File: src/hw/rtl/blr_pkg.sv
// Shared types and constants for the line rasterizer with color interpolation.
// Used by the controller, the datapath, the top level and the port checker.
`timescale 1ns / 1ps
`default_nettype none

package blr_pkg;

  // Kinds of input transaction, carried on in_tuser.
  localparam logic MODE_LOAD = 1'b0;
  localparam logic MODE_STEP = 1'b1;

  localparam int COORD_W   = 9;
  localparam int ERR_W     = 12;
  localparam int CHAN_W    = 8;
  localparam int NUM_CHAN  = 4;
  localparam int COLOR_W   = 32;
  localparam int ADDR_W    = 20;
  localparam int DIV_CNT_W = 3;
  localparam int IN_DATA_W  = 104;
  localparam int OUT_DATA_W = 72;

  // Controller states, one-hot.
  typedef enum logic [2:0] {
    ST_IDLE = 3'b001,
    ST_DIV  = 3'b010,
    ST_OUT  = 3'b100
  } state_t;

  // Commands from the controller to the datapath.
  typedef struct packed {
    logic load;
    logic step;
    logic div_step;
  } cmd_t;

  // Status from the datapath to the controller.
  typedef struct packed {
    logic line_active;
    logic div_last;
  } status_t;

endpackage

`default_nettype wire

File: src/hw/rtl/blr_ctrl.sv
// Controller state machine of the line rasterizer.
// Depends on blr_pkg; drives the datapath through cmd_t and reads status_t.
`timescale 1ns / 1ps
`default_nettype none

module blr_ctrl (
  input  wire              clk,
  input  wire              rst_n,
  input  wire              in_tvalid,
  output logic             in_tready,
  input  wire              in_mode,
  output logic             out_tvalid,
  input  wire              out_tready,
  input  blr_pkg::status_t status,
  output blr_pkg::cmd_t    cmd
);
  import blr_pkg::*;

  state_t state_r, state_nxt;

  // Next state and commands.
  always_comb begin
    state_nxt  = state_r;
    cmd        = '0;
    in_tready  = 1'b0;
    out_tvalid = 1'b0;
    case (state_r)
      ST_IDLE: begin
        in_tready = 1'b1;
        if (in_tvalid) begin
          if (in_mode == MODE_LOAD) begin
            cmd.load  = 1'b1;
            state_nxt = ST_DIV;
          end else if (status.line_active) begin
            cmd.step  = 1'b1;
            state_nxt = ST_OUT;
          end
        end
      end
      ST_DIV: begin
        cmd.div_step = 1'b1;
        if (status.div_last) begin
          state_nxt = ST_OUT;
        end
      end
      ST_OUT: begin
        out_tvalid = 1'b1;
        if (out_tready) begin
          state_nxt = ST_IDLE;
        end
      end
      default: begin
        state_nxt = ST_IDLE;
      end
    endcase
  end

  // State register.
  always_ff @(posedge clk) begin
    if (!rst_n) begin
      state_r <= ST_IDLE;
    end else begin
      state_r <= state_nxt;
    end
  end

endmodule

`default_nettype wire

File: src/hw/rtl/blr_datapath.sv
// Datapath of the line rasterizer: line state, midpoint stepping, the
// per-channel restoring divider and the color accumulators. Depends on blr_pkg.
`timescale 1ns / 1ps
`default_nettype none

module blr_datapath #(
  parameter int WIDTH = 512
) (
  input  wire                          clk,
  input  wire                          rst_n,
  input  blr_pkg::cmd_t                cmd,
  output blr_pkg::status_t             status,
  input  wire [blr_pkg::IN_DATA_W-1:0] in_data,
  output logic [blr_pkg::OUT_DATA_W-1:0] out_data,
  output logic                         out_last
);
  import blr_pkg::*;

  // Line state.
  logic [COORD_W-1:0]    cur_x_r, cur_y_r, major_r, minor_r, step_r;
  logic signed [ERR_W-1:0] err_r;
  logic                  xmaj_r, ydown_r, active_r;
  logic [COLOR_W-1:0]    cfrom_r;
  // Per-channel divider and accumulators. quo_r holds the dividend, then the quotient.
  logic [NUM_CHAN-1:0]   neg_r;
  logic [CHAN_W-1:0]     quo_r  [NUM_CHAN];
  logic [COORD_W-1:0]    rem_r  [NUM_CHAN];
  logic [CHAN_W-1:0]     accq_r [NUM_CHAN];
  logic [COORD_W-1:0]    accr_r [NUM_CHAN];
  logic [DIV_CNT_W-1:0]  divcnt_r;

  // Load decode: swap endpoints so x never decreases.
  logic [COORD_W-1:0] xs, ys, xe, ye, x0, y0, x1, y1, dx, dy, ld_maj, ld_min;
  logic [COLOR_W-1:0] cs, ce, c0, c1;
  logic               swap, ld_ydown, ld_xmaj;
  logic signed [ERR_W-1:0] ld_err;

  always_comb begin
    xs = in_data[8:0];
    ys = in_data[17:9];
    xe = in_data[26:18];
    ye = in_data[35:27];
    cs = in_data[67:36];
    ce = in_data[99:68];
    swap = xe < xs;
    x0 = swap ? xe : xs;
    y0 = swap ? ye : ys;
    x1 = swap ? xs : xe;
    y1 = swap ? ys : ye;
    c0 = swap ? ce : cs;
    c1 = swap ? cs : ce;
    dx = x1 - x0;
    ld_ydown = y1 < y0;
    dy = ld_ydown ? (y0 - y1) : (y1 - y0);
    ld_xmaj = dx > dy;
    ld_maj = ld_xmaj ? dx : dy;
    ld_min = ld_xmaj ? dy : dx;
    ld_err = $signed({2'b00, ld_min, 1'b0}) - $signed({3'b000, ld_maj});
  end

  // Midpoint step.
  logic                    minor_move, move_x, move_y;
  logic signed [ERR_W-1:0] st_err;
  logic [COORD_W-1:0]      st_count;

  always_comb begin
    minor_move = err_r > 0;
    move_x = xmaj_r || minor_move;
    move_y = !xmaj_r || minor_move;
    st_err = err_r + $signed({2'b00, minor_r, 1'b0})
           - (minor_move ? $signed({2'b00, major_r, 1'b0}) : $signed(ERR_W'(0)));
    st_count = step_r + COORD_W'(1);
  end

  // Per-channel combinational pieces: load magnitude, divider trial, accumulator step.
  logic [CHAN_W-1:0]  ld_a [NUM_CHAN];
  logic [CHAN_W-1:0]  ld_b [NUM_CHAN];
  logic [NUM_CHAN-1:0] ld_neg;
  logic [CHAN_W-1:0]  ld_mag [NUM_CHAN];
  logic [COORD_W:0]   trial [NUM_CHAN];
  logic               tfit [NUM_CHAN];
  logic [COORD_W:0]   rsum [NUM_CHAN];
  logic               rwrap [NUM_CHAN];
  logic [CHAN_W-1:0]  chan_out [NUM_CHAN];

  always_comb begin
    for (int c = 0; c < NUM_CHAN; c++) begin
      ld_a[c]   = c0[c*CHAN_W +: CHAN_W];
      ld_b[c]   = c1[c*CHAN_W +: CHAN_W];
      ld_neg[c] = ld_b[c] < ld_a[c];
      ld_mag[c] = ld_neg[c] ? (ld_a[c] - ld_b[c]) : (ld_b[c] - ld_a[c]);
      trial[c]  = {rem_r[c], quo_r[c][CHAN_W-1]};
      tfit[c]   = trial[c] >= {1'b0, major_r};
      rsum[c]   = {1'b0, accr_r[c]} + {1'b0, rem_r[c]};
      rwrap[c]  = rsum[c] >= {1'b0, major_r};
      chan_out[c] = neg_r[c] ? (cfrom_r[c*CHAN_W +: CHAN_W] - accq_r[c])
                             : (cfrom_r[c*CHAN_W +: CHAN_W] + accq_r[c]);
    end
  end

  // State registers.
  always_ff @(posedge clk) begin
    if (!rst_n) begin
      cur_x_r  <= '0;
      cur_y_r  <= '0;
      major_r  <= '0;
      minor_r  <= '0;
      step_r   <= '0;
      err_r    <= '0;
      xmaj_r   <= 1'b0;
      ydown_r  <= 1'b0;
      active_r <= 1'b0;
      cfrom_r  <= '0;
      neg_r    <= '0;
      divcnt_r <= '0;
      for (int c = 0; c < NUM_CHAN; c++) begin
        quo_r[c]  <= '0;
        rem_r[c]  <= '0;
        accq_r[c] <= '0;
        accr_r[c] <= '0;
      end
    end else if (cmd.load) begin
      cur_x_r  <= x0;
      cur_y_r  <= y0;
      major_r  <= ld_maj;
      minor_r  <= ld_min;
      step_r   <= '0;
      err_r    <= ld_err;
      xmaj_r   <= ld_xmaj;
      ydown_r  <= ld_ydown;
      active_r <= ld_maj != '0;
      cfrom_r  <= c0;
      neg_r    <= ld_neg;
      divcnt_r <= '0;
      for (int c = 0; c < NUM_CHAN; c++) begin
        quo_r[c]  <= ld_mag[c];
        rem_r[c]  <= '0;
        accq_r[c] <= '0;
        accr_r[c] <= '0;
      end
    end else if (cmd.div_step) begin
      // One quotient bit per channel per cycle.
      divcnt_r <= divcnt_r + DIV_CNT_W'(1);
      for (int c = 0; c < NUM_CHAN; c++) begin
        rem_r[c] <= tfit[c] ? COORD_W'(trial[c] - {1'b0, major_r}) : trial[c][COORD_W-1:0];
        quo_r[c] <= {quo_r[c][CHAN_W-2:0], tfit[c]};
      end
    end else if (cmd.step) begin
      err_r  <= st_err;
      step_r <= st_count;
      if (move_x) begin
        cur_x_r <= cur_x_r + COORD_W'(1);
      end
      if (move_y) begin
        cur_y_r <= ydown_r ? (cur_y_r - COORD_W'(1)) : (cur_y_r + COORD_W'(1));
      end
      if (st_count == major_r) begin
        active_r <= 1'b0;
      end
      // Color accumulators advance by quotient and remainder of |c1-c0|/n.
      for (int c = 0; c < NUM_CHAN; c++) begin
        accr_r[c] <= rwrap[c] ? COORD_W'(rsum[c] - {1'b0, major_r}) : rsum[c][COORD_W-1:0];
        accq_r[c] <= accq_r[c] + quo_r[c] + CHAN_W'(rwrap[c]);
      end
    end
  end

  // Result fields from the current state.
  logic [31:0] pix_index;
  always_comb begin
    pix_index = 32'(cur_x_r) + 32'(cur_y_r) * 32'(WIDTH);
    out_data  = {2'b00, chan_out[3], chan_out[2], chan_out[1], chan_out[0],
                 pix_index[ADDR_W-3:0], 2'b00, cur_y_r, cur_x_r};
    out_last  = step_r == major_r;
    status.line_active = active_r;
    status.div_last    = divcnt_r == {DIV_CNT_W{1'b1}};
  end

endmodule

`default_nettype wire

File: src/hw/rtl/bresenham_line_color_raster.sv
// Top level of the midpoint line rasterizer with RGBA interpolation.
// Depends on blr_pkg, blr_ctrl and blr_datapath.
//
//   Channel  Direction  Payload
//   in_      slave      tdata: endpoints and colors; tuser: mode (load or step)
//   out_     master     tdata: pixel, address, color; tlast: final pixel of line
//
// A step is accepted and applied in ST_IDLE; ST_OUT then presents the pixel.
// A load runs the per-channel restoring divider in ST_DIV before ST_OUT.
// A step with no active line is absorbed and gives no pixel.
// Synchronous active-low reset clears all line state; no line is active after it.
// The result stays presented until out_tready; no input is taken meanwhile.
`timescale 1ns / 1ps
`default_nettype none

module bresenham_line_color_raster #(
  parameter int WIDTH = 512
) (
  input  wire         clk,
  input  wire         rst_n,
  input  wire         in_tvalid,
  output logic        in_tready,
  // x_start[8:0], y_start[17:9], x_end[26:18], y_end[35:27],
  // color_start[67:36], color_end[99:68], zero fill[103:100]
  input  wire [103:0] in_tdata,
  // mode[0]
  input  wire         in_tuser,
  output logic        out_tvalid,
  input  wire         out_tready,
  // pixel_x[8:0], pixel_y[17:9], byte_address[37:18], pixel_color[69:38],
  // zero fill[71:70]
  output logic [71:0] out_tdata,
  output logic        out_tlast
);
  import blr_pkg::*;

  cmd_t    cmd;
  status_t status;

  blr_ctrl u_ctrl (
    .clk        (clk),
    .rst_n      (rst_n),
    .in_tvalid  (in_tvalid),
    .in_tready  (in_tready),
    .in_mode    (in_tuser),
    .out_tvalid (out_tvalid),
    .out_tready (out_tready),
    .status     (status),
    .cmd        (cmd)
  );

  blr_datapath #(
    .WIDTH (WIDTH)
  ) u_datapath (
    .clk      (clk),
    .rst_n    (rst_n),
    .cmd      (cmd),
    .status   (status),
    .in_data  (in_tdata),
    .out_data (out_tdata),
    .out_last (out_tlast)
  );

endmodule

`default_nettype wire

File: config.mk
export PLATFORM = sky130hd
export DESIGN_NAME = bresenham_line_color_raster
export DESIGN_NICKNAME = d
export VERILOG_FILES = /design/src/hw/rtl/blr_pkg.sv /design/src/hw/rtl/blr_ctrl.sv /design/src/hw/rtl/blr_datapath.sv /design/src/hw/rtl/bresenham_line_color_raster.sv
export SDC_FILE = /design/constraint.sdc
export NUM_CORES = 1
export LEC_CHECK = 0
export BUFFER_PORTS_ARGS = -buffer_cell sky130_fd_sc_hd__clkbuf_2
export CELL_PAD_IN_SITES_DETAIL_PLACEMENT = 1
export CELL_PAD_IN_SITES_GLOBAL_PLACEMENT = 2
export CORE_ASPECT_RATIO = 0.6
export CORE_MARGIN = 5
export CORE_UTILIZATION = 40
export CTS_BUF_LIST = sky130_fd_sc_hd__clkbuf_2 sky130_fd_sc_hd__clkbuf_4 sky130_fd_sc_hd__clkbuf_8
export CTS_CLUSTER_SIZE = 14
export DETAILED_ROUTE_END_ITERATION = 16
export PLACE_DENSITY = 0.84
export SLEW_MARGIN = 25
export SYNTH_ARGS = -nofsm -noshare
export SYNTH_HDL_FRONTEND = slang
export SYNTH_SLANG_ARGS = --single-unit
File: constraint.sdc
create_clock -name clk -period 16.34 [get_ports clk]
set_input_delay 1.634 -clock clk [delete_from_list [all_inputs] [get_ports clk]]
set_output_delay 1.634 -clock clk [all_outputs]
set_load 0.01 [all_outputs]
Word level (Yosys, flattened, before mapping)
Memory sizes are Yosys's and may differ from the RTL's.
Index checks and enable logic that the tools add are counted.
- eq/ne operators: 11
- $lt $le $gt $ge: 16
- $add $sub $neg: 48
- bitwise operators: 34
- multiplexer cells: 101
- reduce and logical (&&, ||, !) cells: 15
- operators by type and width (kind ; number):
    9-bit two-way mux ; 40
    8-bit two-way mux ; 24
    9-bit subtractor ; 11
    8-bit subtractor ; 12
    10-bit by 9-bit greater-or-equal comparator with 1-bit output ; 8
    8-bit adder ; 8
    32-bit two-way mux ; 2
    9-bit by 9-bit adder with 10-bit output ; 4
    12-bit two-way mux ; 3
    8-bit by 1-bit adder with 8-bit output ; 4
    8-bit less-than comparator ; 4
    1-bit OR ; 32
    9-bit by 1-bit adder with 9-bit output (second input constant) ; 3
    1-bit two-way mux ; 23
    9-bit by 18-bit adder with 18-bit output ; 1
    9-bit == test ; 2
    9-bit less-than comparator ; 2
    3-bit two-way mux ; 5
    12-bit by 11-bit adder with 12-bit output ; 1
    12-bit by 1-bit greater-than comparator with 1-bit output (second input constant) ; 1
    12-bit subtractor ; 1
    10-bit by 9-bit subtractor with 11-bit output ; 1
    10-bit two-way mux ; 1
    9-bit greater-than comparator ; 1
    other kinds (19) ; 31
- memories kept: 4
- bits in writable memories: 136
- bits in registers: 102
- input port bits: 109
- memory list (memory ; words ; width ; rd ports ; clocked after Yosys merged registers in ; wr ports ; line ; text):
    u_datapath.accr_r ; 4 ; 9 ; 4 ; 0 ; 4 ; blr_datapath.sv:29 ; logic [COORD_W-1:0] accr_r [NUM_CHAN];
    u_datapath.rem_r ; 4 ; 9 ; 4 ; 0 ; 4 ; blr_datapath.sv:27 ; logic [COORD_W-1:0] rem_r [NUM_CHAN];
    u_datapath.accq_r ; 4 ; 8 ; 4 ; 0 ; 4 ; blr_datapath.sv:28 ; logic [CHAN_W-1:0] accq_r [NUM_CHAN];
    u_datapath.quo_r ; 4 ; 8 ; 4 ; 0 ; 4 ; blr_datapath.sv:26 ; logic [CHAN_W-1:0] quo_r [NUM_CHAN];

Logic depth before layout (Yosys ltp)
Gate-level depths: netlist of the first run.
- depth after elaboration: 10
- mapped depth: 47
- depth with buffers taken out: 38

Modules after synthesis
From an unflattened synthesis of the first run, not the netlist that was laid out.
- cells, all modules: 3005
- area total of the unflattened synthesis: 23874.1 sq um
- by module, submodules not included (module ; cells each ; times used ; area an instance (sq um)):
    blr_datapath ; 2987 ; 1 ; 23702.7
    blr_ctrl ; 18 ; 1 ; 171.4

Least setup slack after synthesis of the first run
No wires, ideal clock.
- path type: input-to-reg
- start point: input in_tdata[1]
- end point: register u_datapath.err_r[10]
- stages: 44
- required time: 16.270 ns
- arrival time: 10.002 ns
- slack: 6.268 ns
- path buffers: 8
- cell sequence: inv_1 -> ha_1 -> nor2b_1 -> o21ai_1 -> a221oi_4 -> nor2_1 -> buf_2 -> clkbuf_1 -> buf_2 -> buf_2 -> clkbuf_1 -> buf_1 -> buf_1 -> nor2_1 -> nor2_1 -> ha_1 -> a211oi_1 -> o221a_2 -> (+8 left out) -> nor3b_1 -> nand2_1 -> a21boi_0 -> nor2_1 -> nand2b_1 -> buf_6 -> mux2_2 -> ha_1 -> nor2b_1 -> o21ai_0 -> nand2b_1 -> a21o_1 -> a21o_1 -> a21o_1 -> a21o_1 -> a211oi_1 -> o21ai_0 -> a21oi_1
- longest elaborated chain between the ends: 8
- RTL lines (item ; line ; text):
    from (decl) ; bresenham_line_color_raster.sv:25 ; input wire [103:0] in_tdata,
    9-bit less-than comparator ; blr_datapath.sv:45 ; swap = xe < xs;
    9-bit two-way mux, on equally long branches ; blr_datapath.sv:49, blr_datapath.sv:47 ;
    9-bit subtractor or 9-bit less-than comparator (tied branches) ; blr_datapath.sv:54, blr_datapath.sv:53 ;
    9-bit two-way mux ; blr_datapath.sv:54 ; dy = ld_ydown ? (y0 - y1) : (y1 - y0);
    9-bit greater-than comparator ; blr_datapath.sv:55 ; ld_xmaj = dx > dy;
    9-bit two-way mux (*) ; blr_datapath.sv:57 ; ld_min = ld_xmaj ? dy : dx;
    named net u_datapath.ld_min[1] ; blr_datapath.sv:33 ; logic [COORD_W-1:0] xs, ys, xe, ye, x0, y0, x1, y1, dx, dy, ld_maj, ld_min;
    10-bit by 9-bit subtractor with 11-bit output (*) ; blr_datapath.sv:58 ; ld_err = $signed({2'b00, ld_min, 1'b0}) - $signed({3'b000, ld_maj});
    12-bit two-way mux (*) ; blr_datapath.sv:122 ; end else if (cmd.load) begin
    to (signal assigned) ; blr_datapath.sv:128 ; err_r <= ld_err;
    to (signal assigned) ; blr_datapath.sv:149 ; err_r <= st_err;
    to (decl) ; blr_datapath.sv:21 ; logic signed [ERR_W-1:0] err_r;
Mark *: on every way through the listed nets, which the timed path passes. The rest lies on a longest branch.
A chain may end at the register's enable or synchronous reset.

Final worst setup path of the first run
- start point: input in_tdata[7]
- end point: register u_datapath.err_r[11]
The elaborated chain is that of the path after synthesis.

==> qor.txt, run 1 <==
Result of the run - complete, no violations
Filler cell count in the final layout - 7,195
Cells on worst reg2reg path - 24
Worst setup path end - u_datapath.err_r[11]
Dominant cell by count in the synthesized netlist - nand2_1
Antenna violations before repair - 8
Setup Buffers After CTS - 0
Number of port buffers - 175
Maximum vdd drop - 0.0000562 V
Total power consumption of the routed design - 3.22 mW
Overflow left after global routing - 0
Library cell used as clock root buffer - clkbuf_8
Post-Place Cells - 3,782
Final clock period utilization by the worst path - 64.0%
Cell types occupying the most area after synthesis - edfxtp_1 (14%), ha_1 (12%), dfxtp_1 (11%)
Fin. max-slew vios - 0
Later-pin clock latency in the skew report - 0.63 ns
Final estimated routing congestion in global placement - 0.859
CTS HTree Levels - 2
Detailed route wirelength on metal2 - 35.7 mm
FMAX - 0.0956 GHz
Gate Count Post-Synth - 2,929
# rows - 69
Critical Path Max Stage Delay - 0.63 ns
Aggregate global-route resource usage - 24.9%
Primary FF master, synth - dfxtp_1
Post-synth EDFFs - 110
Total setup violations reported at the end of the flow - 0
CTS Hold Bufs - 0
Resized cells post-CTS - 0
Met3 WL post-DR - 3.38 mm
Length of routed wiring on met1 - 40.9 mm
Starting density of the core - 40.2%
Startpoint of the worst register-to-register path - u_datapath.rem_r[3][0]
Worst path top cell family by delay - compound AO/OA/AOI/OAI gates
Buffering stage count on the worst path with inverters included - 3
Estimated wirelength of the detail-placed design - 62.4 mm
Critical Setup Path Class - primary input to flip-flop
First-pass GRT wire length - 129 mm
Highest metal layer used by the detailed router - met5
WL per Instance - 21.1 um
Unrepaired setup endpoints after global routing - no
Clock period minus worst slack - 10.46 ns
Clk sink count - 238
Fraction of synthesized cell area taken by the top area cell type - 13.9%
Count of unresolved DRC violations after routing - 0
Critical path endpoint category - flip-flop
Die outline area - 64,400 um2
Yosys warning count - 0
CP startpoint kind - primary input
Deepest clock path buffer count - 3
Fraction of final layout cells sized beyond drive strength 1 - 11.0%
Biggest area consumer among synthesized cells - edfxtp_1
Final TNS setup - 0 ns
Proportion of synthesized chip area in sequential cells - 24.7%
Total wire length after detailed routing - 81.6 mm
Synthesized area divided by synthesized cell count - 8.09 um2
Actual transition at the worst max-transition pin - 1.08 ns
Clock tree from TritonCTS - yes
Data arrival time of the critical path - 10.99 ns
Fraction of synthesis flops using an asynchronous set or reset pin - 0%
Count of state elements after synthesis - 238
Distinct cell type count after synthesis - 94
Die X - 324 um
Reg2Reg Setup Slack - 9.78 ns
Layout net count - 3,413
Worst Path Max Fanout - 38
Setup ws final - 5.88 ns
Syn Std Cell Area - 23,700 um2
Detailed router's first-iteration violation count - 1,116
Reported leakage power - 11.6 nW
Critical Path Source - in_tdata[7]
Pin count of the biggest net entering global routing - 76
DRT antenna net count - 0
Final core utilization - 44.4%
Total via count in the routed design - 22.0k
Most frequent cells after synthesis - nand2_1 (319), nor2_1 (263), ha_1 (221), a21oi_1 (215), inv_1 (208)
Worst slew margin relative to its limit - 28.2%
Tightest Hold Check Type - flip-flop to flip-flop
Vias in the first global route - 23.2k
Area Overhead vs Synth - 10.4%
Vias per cell - 5.69
Count of max-cap constraint violations - 0
Critical R2R Capture - u_datapath.accq_r[3][6]
Crit path required time - 16.88 ns
Reg clk slew, reported paths - 0.07 ns
Die boundary height - 199 um
Crit path depth - 39
Number of failing hold endpoints at the final stage - 0
Power density of the placed cells - 123 nW/um2
Core box area - 59,000 um2
Worst setup slack after placement - 5.49 ns
Slowest cell on crit path - nand2b_1
Number of buffers added by the clock tree synthesis step - 44
Number of iterations in the first detailed-routing pass - 5
Fin Clk Skew - 0.0281 ns
Count of pins on the block boundary - 184
Non-filler cells, final - 3,868
layout by cell type, fill, tap and decap left out, types with 40 or more instances in the layout:
cell type	count
o21ai_0	145
o211ai_1	48
inv_1	207
xnor2_1	175
nor2_1	260
xor2_1	86
clkbuf_8	54
a21o_1	96
mux2i_1	58
edfxtp_1	110
nand2b_1	55
nand3_1	47
nor2b_1	66
ha_1	221
a21oi_1	215
o21bai_1	43
clkbuf_2	175
nor3_1	40
dfxtp_1	128
nand2_1	317
sequential cells by signal, indices dropped and copies added (netlist names):
signal / cells
u_datapath.accr_r: 36
u_datapath.rem_r: 36
u_datapath.accq_r: 32
u_datapath.cfrom_r: 32
u_datapath.quo_r: 32
u_datapath.err_r: 12
u_datapath.cur_x_r: 9
u_datapath.cur_y_r: 9
u_datapath.major_r: 9
u_datapath.minor_r: 9
u_datapath.step_r: 9
u_datapath.neg_r: 4
u_ctrl.state_r: 3
u_datapath.divcnt_r: 3
u_datapath.active_r: 1
u_datapath.xmaj_r: 1
u_datapath.ydown_r: 1
area by class of cell:
cell class / instances / area (um2) / share of cell area, %
multi-input combinational: 2343 / 16500 / 62.9
sequential: 238 / 5870 / 22.4
timing repair buffer: 210 / 1140 / 4.35
tap: 781 / 977 / 3.73
clock buffer: 71 / 871 / 3.33
inverter: 210 / 788 / 3.01
clock inverter: 8 / 42.5 / 0.163
antenna: 7 / 17.5 / 0.0670
tightest hold or removal path, stage by stage (launching register included):
cell and delay (ns):
dfxtp_1 0.32, nand2_1 0.05, a21oi_1 0.05
worst min-delay path by stage:
stage                       startpoint                       to  slack [ns]  cells after the start
6_report       u_datapath.accr_r[2][0]  u_datapath.accr_r[2][0]        0.47                      2
5_1_grt          u_datapath.minor_r[4]    u_datapath.minor_r[4]        0.50                      1
2_1_floorplan  u_datapath.accr_r[2][0]  u_datapath.accr_r[2][0]        0.44                      2
3_5_place_dp   u_datapath.accr_r[2][0]  u_datapath.accr_r[2][0]        0.46                      2
3_3_place_gp   u_datapath.accr_r[2][0]  u_datapath.accr_r[2][0]        0.45                      2
4_1_cts        u_datapath.accr_r[2][0]  u_datapath.accr_r[2][0]        0.47                      2
metal layers:
layer | up-vias | track usage [%]
met3 | 102 | 3.71
li1 | 10600 | -
met1 | 10900 | 35.6
met5 | - | 0
met2 | 387 | 39.9
met4 | 4 | 5.46
cell families after synthesis:
family | after synthesis | synth area share, %
simple gates | 919 | 18.0
mux | 68 | 2.98
buf+inv | 351 | 6.05
other cells | 1 | 0.0158
xor+xnor | 264 | 9.84
compound gates | 804 | 22.5
fa+ha+maj | 284 | 15.9
flops | 238 | 24.7
power by group:
part	total, mW	internal [mW]	switching (mW)
combinational	1.85	0.744	1.10
clock	0.636	0.336	0.299
sequential	0.743	0.687	0.0565
total	3.22	1.77	1.46
metrics by stage:
| stage | hold WS (ns) | instance area, um2 |
|---|---|---|
| CTS | 0.472 | 26100 |
| finish | 0.470 | 26200 |
| global route | 0.498 | 26200 |
| global placement | 0.445 | 25200 |
| floorplan | 0.436 | 23700 |
| detailed placement | 0.463 | 25200 |
No activity file was read; power rests on OpenSTA's default activity.
==> run 2, diff against run 1 <==
--- a/config.mk
+++ b/config.mk
@@ -10,11 +10,11 @@
 export CELL_PAD_IN_SITES_GLOBAL_PLACEMENT = 2
 export CORE_ASPECT_RATIO = 0.6
 export CORE_MARGIN = 5
-export CORE_UTILIZATION = 40
+export CORE_UTILIZATION = 35
 export CTS_BUF_LIST = sky130_fd_sc_hd__clkbuf_2 sky130_fd_sc_hd__clkbuf_4 sky130_fd_sc_hd__clkbuf_8
 export CTS_CLUSTER_SIZE = 14
 export DETAILED_ROUTE_END_ITERATION = 16
-export PLACE_DENSITY = 0.84
+export PLACE_DENSITY = 0.77
 export SLEW_MARGIN = 25
 export SYNTH_ARGS = -nofsm -noshare
 export SYNTH_HDL_FRONTEND = slang
==> constraint.sdc (replaced) <==
create_clock -name clk -period 9.2 [get_ports clk]
set_input_delay 0.92 -clock clk [delete_from_list [all_inputs] [get_ports clk]]
set_output_delay 0.92 -clock clk [all_outputs]
set_load 0.01 [all_outputs]
==> qor.txt, run 2 (synthesis results as in run 1) <==
WL per Instance - 20.6 um (was 21.1 um)
Number of failing hold endpoints at the final stage - 0 (unchanged)
Estimated wirelength of the detail-placed design - 62.9 mm (was 62.4 mm)
Number of iterations in the first detailed-routing pass - 5 (unchanged)
Power density of the placed cells - 219 nW/um2 (was 123 nW/um2)
Clk sink count - 238 (unchanged)
# rows - 73 (was 69)
Starting density of the core - 35.5% (was 40.2%)
Deepest clock path buffer count - 3 (unchanged)
Number of port buffers - 175 (unchanged)
Hold Slack - 0.460 ns (was 0.470 ns)
Area Overhead vs Synth - 11.2% (was 10.4%)
First-pass GRT wire length - 129 mm (about the same)
Worst setup slack after placement - 0.0827 ns (was 5.49 ns)
Layout net count - 3,415 (was 3,413)
Resized cells post-CTS - 0 (unchanged)
Final estimated routing congestion in global placement - 0.847 (was 0.859)
Pin count of the biggest net entering global routing - 67 (was 76)
CTS Hold Bufs - 0 (unchanged)
Die boundary height - 212 um (was 199 um)
Fin Clk Skew - 0.0330 ns (was 0.0281 ns)
Critical Path Max Stage Delay - 0.56 ns (was 0.63 ns)
Antenna violations before repair - 2 (was 8)
Count of unresolved DRC violations after routing - 0 (unchanged)
Crit path required time - 9.75 ns (was 16.88 ns)
Commonest cells after routing, fill and taps aside - nand2_1 (315), nor2_1 (260), ha_1 (221) (was nand2_1 (317), nor2_1 (260), ha_1 (221))
Result of the run - complete, no violations (unchanged)
Worst slew margin relative to its limit - 32.4% (was 28.2%)
Worst Path Max Fanout - 16 (was 38)
DRT antenna net count - 0 (unchanged)
FMAX - 0.118 GHz
Non-filler cells, final - 3,985 (was 3,868)
Reported leakage power - 11.7 nW (was 11.6 nW)
Filler cell count in the final layout - 8,106 (was 7,195)
Tightest Hold Check Type - flip-flop to flip-flop (unchanged)
Maximum vdd drop - 0.000119 V (was 0.0000562 V)
Die X - 346 um (was 324 um)
Reg clk slew, reported paths - 0.07 ns (about the same)
Die outline area - 73,200 um2 (was 64,400 um2)
Number of buffers added by the clock tree synthesis step - 44 (unchanged)
Vias in the first global route - 22.9k (was 23.2k)
Fin. max-slew vios - 0 (unchanged)
Core box area - 66,700 um2 (was 59,000 um2)
Aggregate global-route resource usage - 21.9% (was 24.9%)
Actual transition at the worst max-transition pin - 1.01 ns (was 1.08 ns)
Total wire length after detailed routing - 82.1 mm (was 81.6 mm)
Clock period minus worst slack - 8.45 ns
Final clock period utilization by the worst path - 91.9%
Commonest non-fill, non-tap cell in the layout - nand2_1 (unchanged)
Post-Place Cells - 3,903 (was 3,782)
Top Registers - u_datapath.accr_r: 36 flops, u_datapath.rem_r: 36 flops (unchanged)
Vias per cell - 5.48 (was 5.69)
Unrepaired setup endpoints after global routing - no (unchanged)
Total setup violations reported at the end of the flow - 0 (unchanged)
Total via count in the routed design - 21.8k (was 22.0k)
Data arrival time of the critical path - 9.00 ns (was 10.99 ns)
CTS HTree Levels - 2 (unchanged)
Detailed router's first-iteration violation count - 1,182 (was 1,116)
Slowest cell on crit path - o311ai_1 (was nand2b_1)
Setup ws final - 0.748 ns (was 5.88 ns)
CP startpoint kind - primary input (unchanged)
Library cell used as clock root buffer - clkbuf_8 (unchanged)
Count of pins on the block boundary - 184 (unchanged)
Count of max-cap constraint violations - 0 (unchanged)
Later-pin clock latency in the skew report - 0.65 ns (was 0.63 ns)
Critical path endpoint category - flip-flop (unchanged)
Clock tree from TritonCTS - yes (unchanged)
Final TNS setup - 0 ns (unchanged)
Critical Setup Path Class - primary input to flip-flop (unchanged)
Fraction of final layout cells sized beyond drive strength 1 - 11.1% (was 11.0%)
Overflow left after global routing - 0 (unchanged)
Setup Buffers After CTS - 0 (unchanged)
Total power consumption of the routed design - 5.78 mW (was 3.22 mW)
[run 2: changes by cell type in the layout (fill, tap and decap cells not counted), moves of 2 or more]
cell / before / now
diode_2: 7 / 2
clkbuf_8: 54 / 50
bufinv_16: 0 / 3
clkbuf_4: 17 / 14
buf_4: 35 / 37
clkinv_1: 5 / 7
clkinvlp_4: 2 / 4
nand2_1: 317 / 315
nand2_2: 1 / 3
[run 2: layout make-up]
class / instances / area (um2) / share of cell area (%)
Timing Repair Buffer: 212 / 1150 / 4.38
Antenna cell: 2 / 5.00 / 0.0190
Tap cell: 900 / 1130 / 4.27
Clock buffer: 64 / 793 / 3.01
Inverter: 210 / 788 / 2.99
Sequential cell: 238 / 5870 / 22.3
Multi-Input combinational cell: 2343 / 16500 / 62.5
Clock inverter: 16 / 159 / 0.603
[run 2: report_power, final]
| group | total, mW | internal, mW | switching, mW |
|---|---|---|---|
| clock | 1.18 | 0.639 | 0.539 |
| sequential | 1.32 | 1.22 | 0.0987 |
| combinational | 3.28 | 1.33 | 1.96 |
| total | 5.78 | 3.18 | 2.59 |
[run 2: final timing paths]
path / slack, ns / startpoint / cells past startpoint / end
max: 0.75 / in_tdata[1] / 38 / u_datapath.err_r[10]
max reg2reg: 2.91 / u_datapath.rem_r[2][0] / 27 / u_datapath.accq_r[2][7]
min: 0.46 / u_datapath.accr_r[2][0] / 2 / u_datapath.accr_r[2][0]
min reg2reg: 0.46 / u_datapath.accr_r[2][0] / 2 / u_datapath.accr_r[2][0]
[run 2: through the flow]
step                instance area [um2]  util [%]
finish                            26400      39.5
global route                      26400      39.5
CTS                               26300      39.5
detailed placement                25400      38.1
global placement                  25400      38.1
floorplan                         23700         -
[run 2: metal layers]
| metal | share of wire (%) | global-route usage [%] | vias to the layer above |
|---|---|---|---|
| met3 | 3.8 | 3.34 | 104 |
| met4 | 2.2 | 5.64 | 0 |
| met2 | 43 | 34.7 | 324 |
| met5 | 0 | 0 | - |
| li1 | - | - | 10600 |
| met1 | 51 | 31.3 | 10800 |
[run 2: critical path: cells and delay by family]
family / cells / cell delay, ns
fa+ha+maj: 4 / 1.28
compound gates: 16 / 3.89
xor+xnor: 1 / 0.20
mux: 1 / 0.38
simple gates: 14 / 2.17
buf+inv: 2 / 0.16
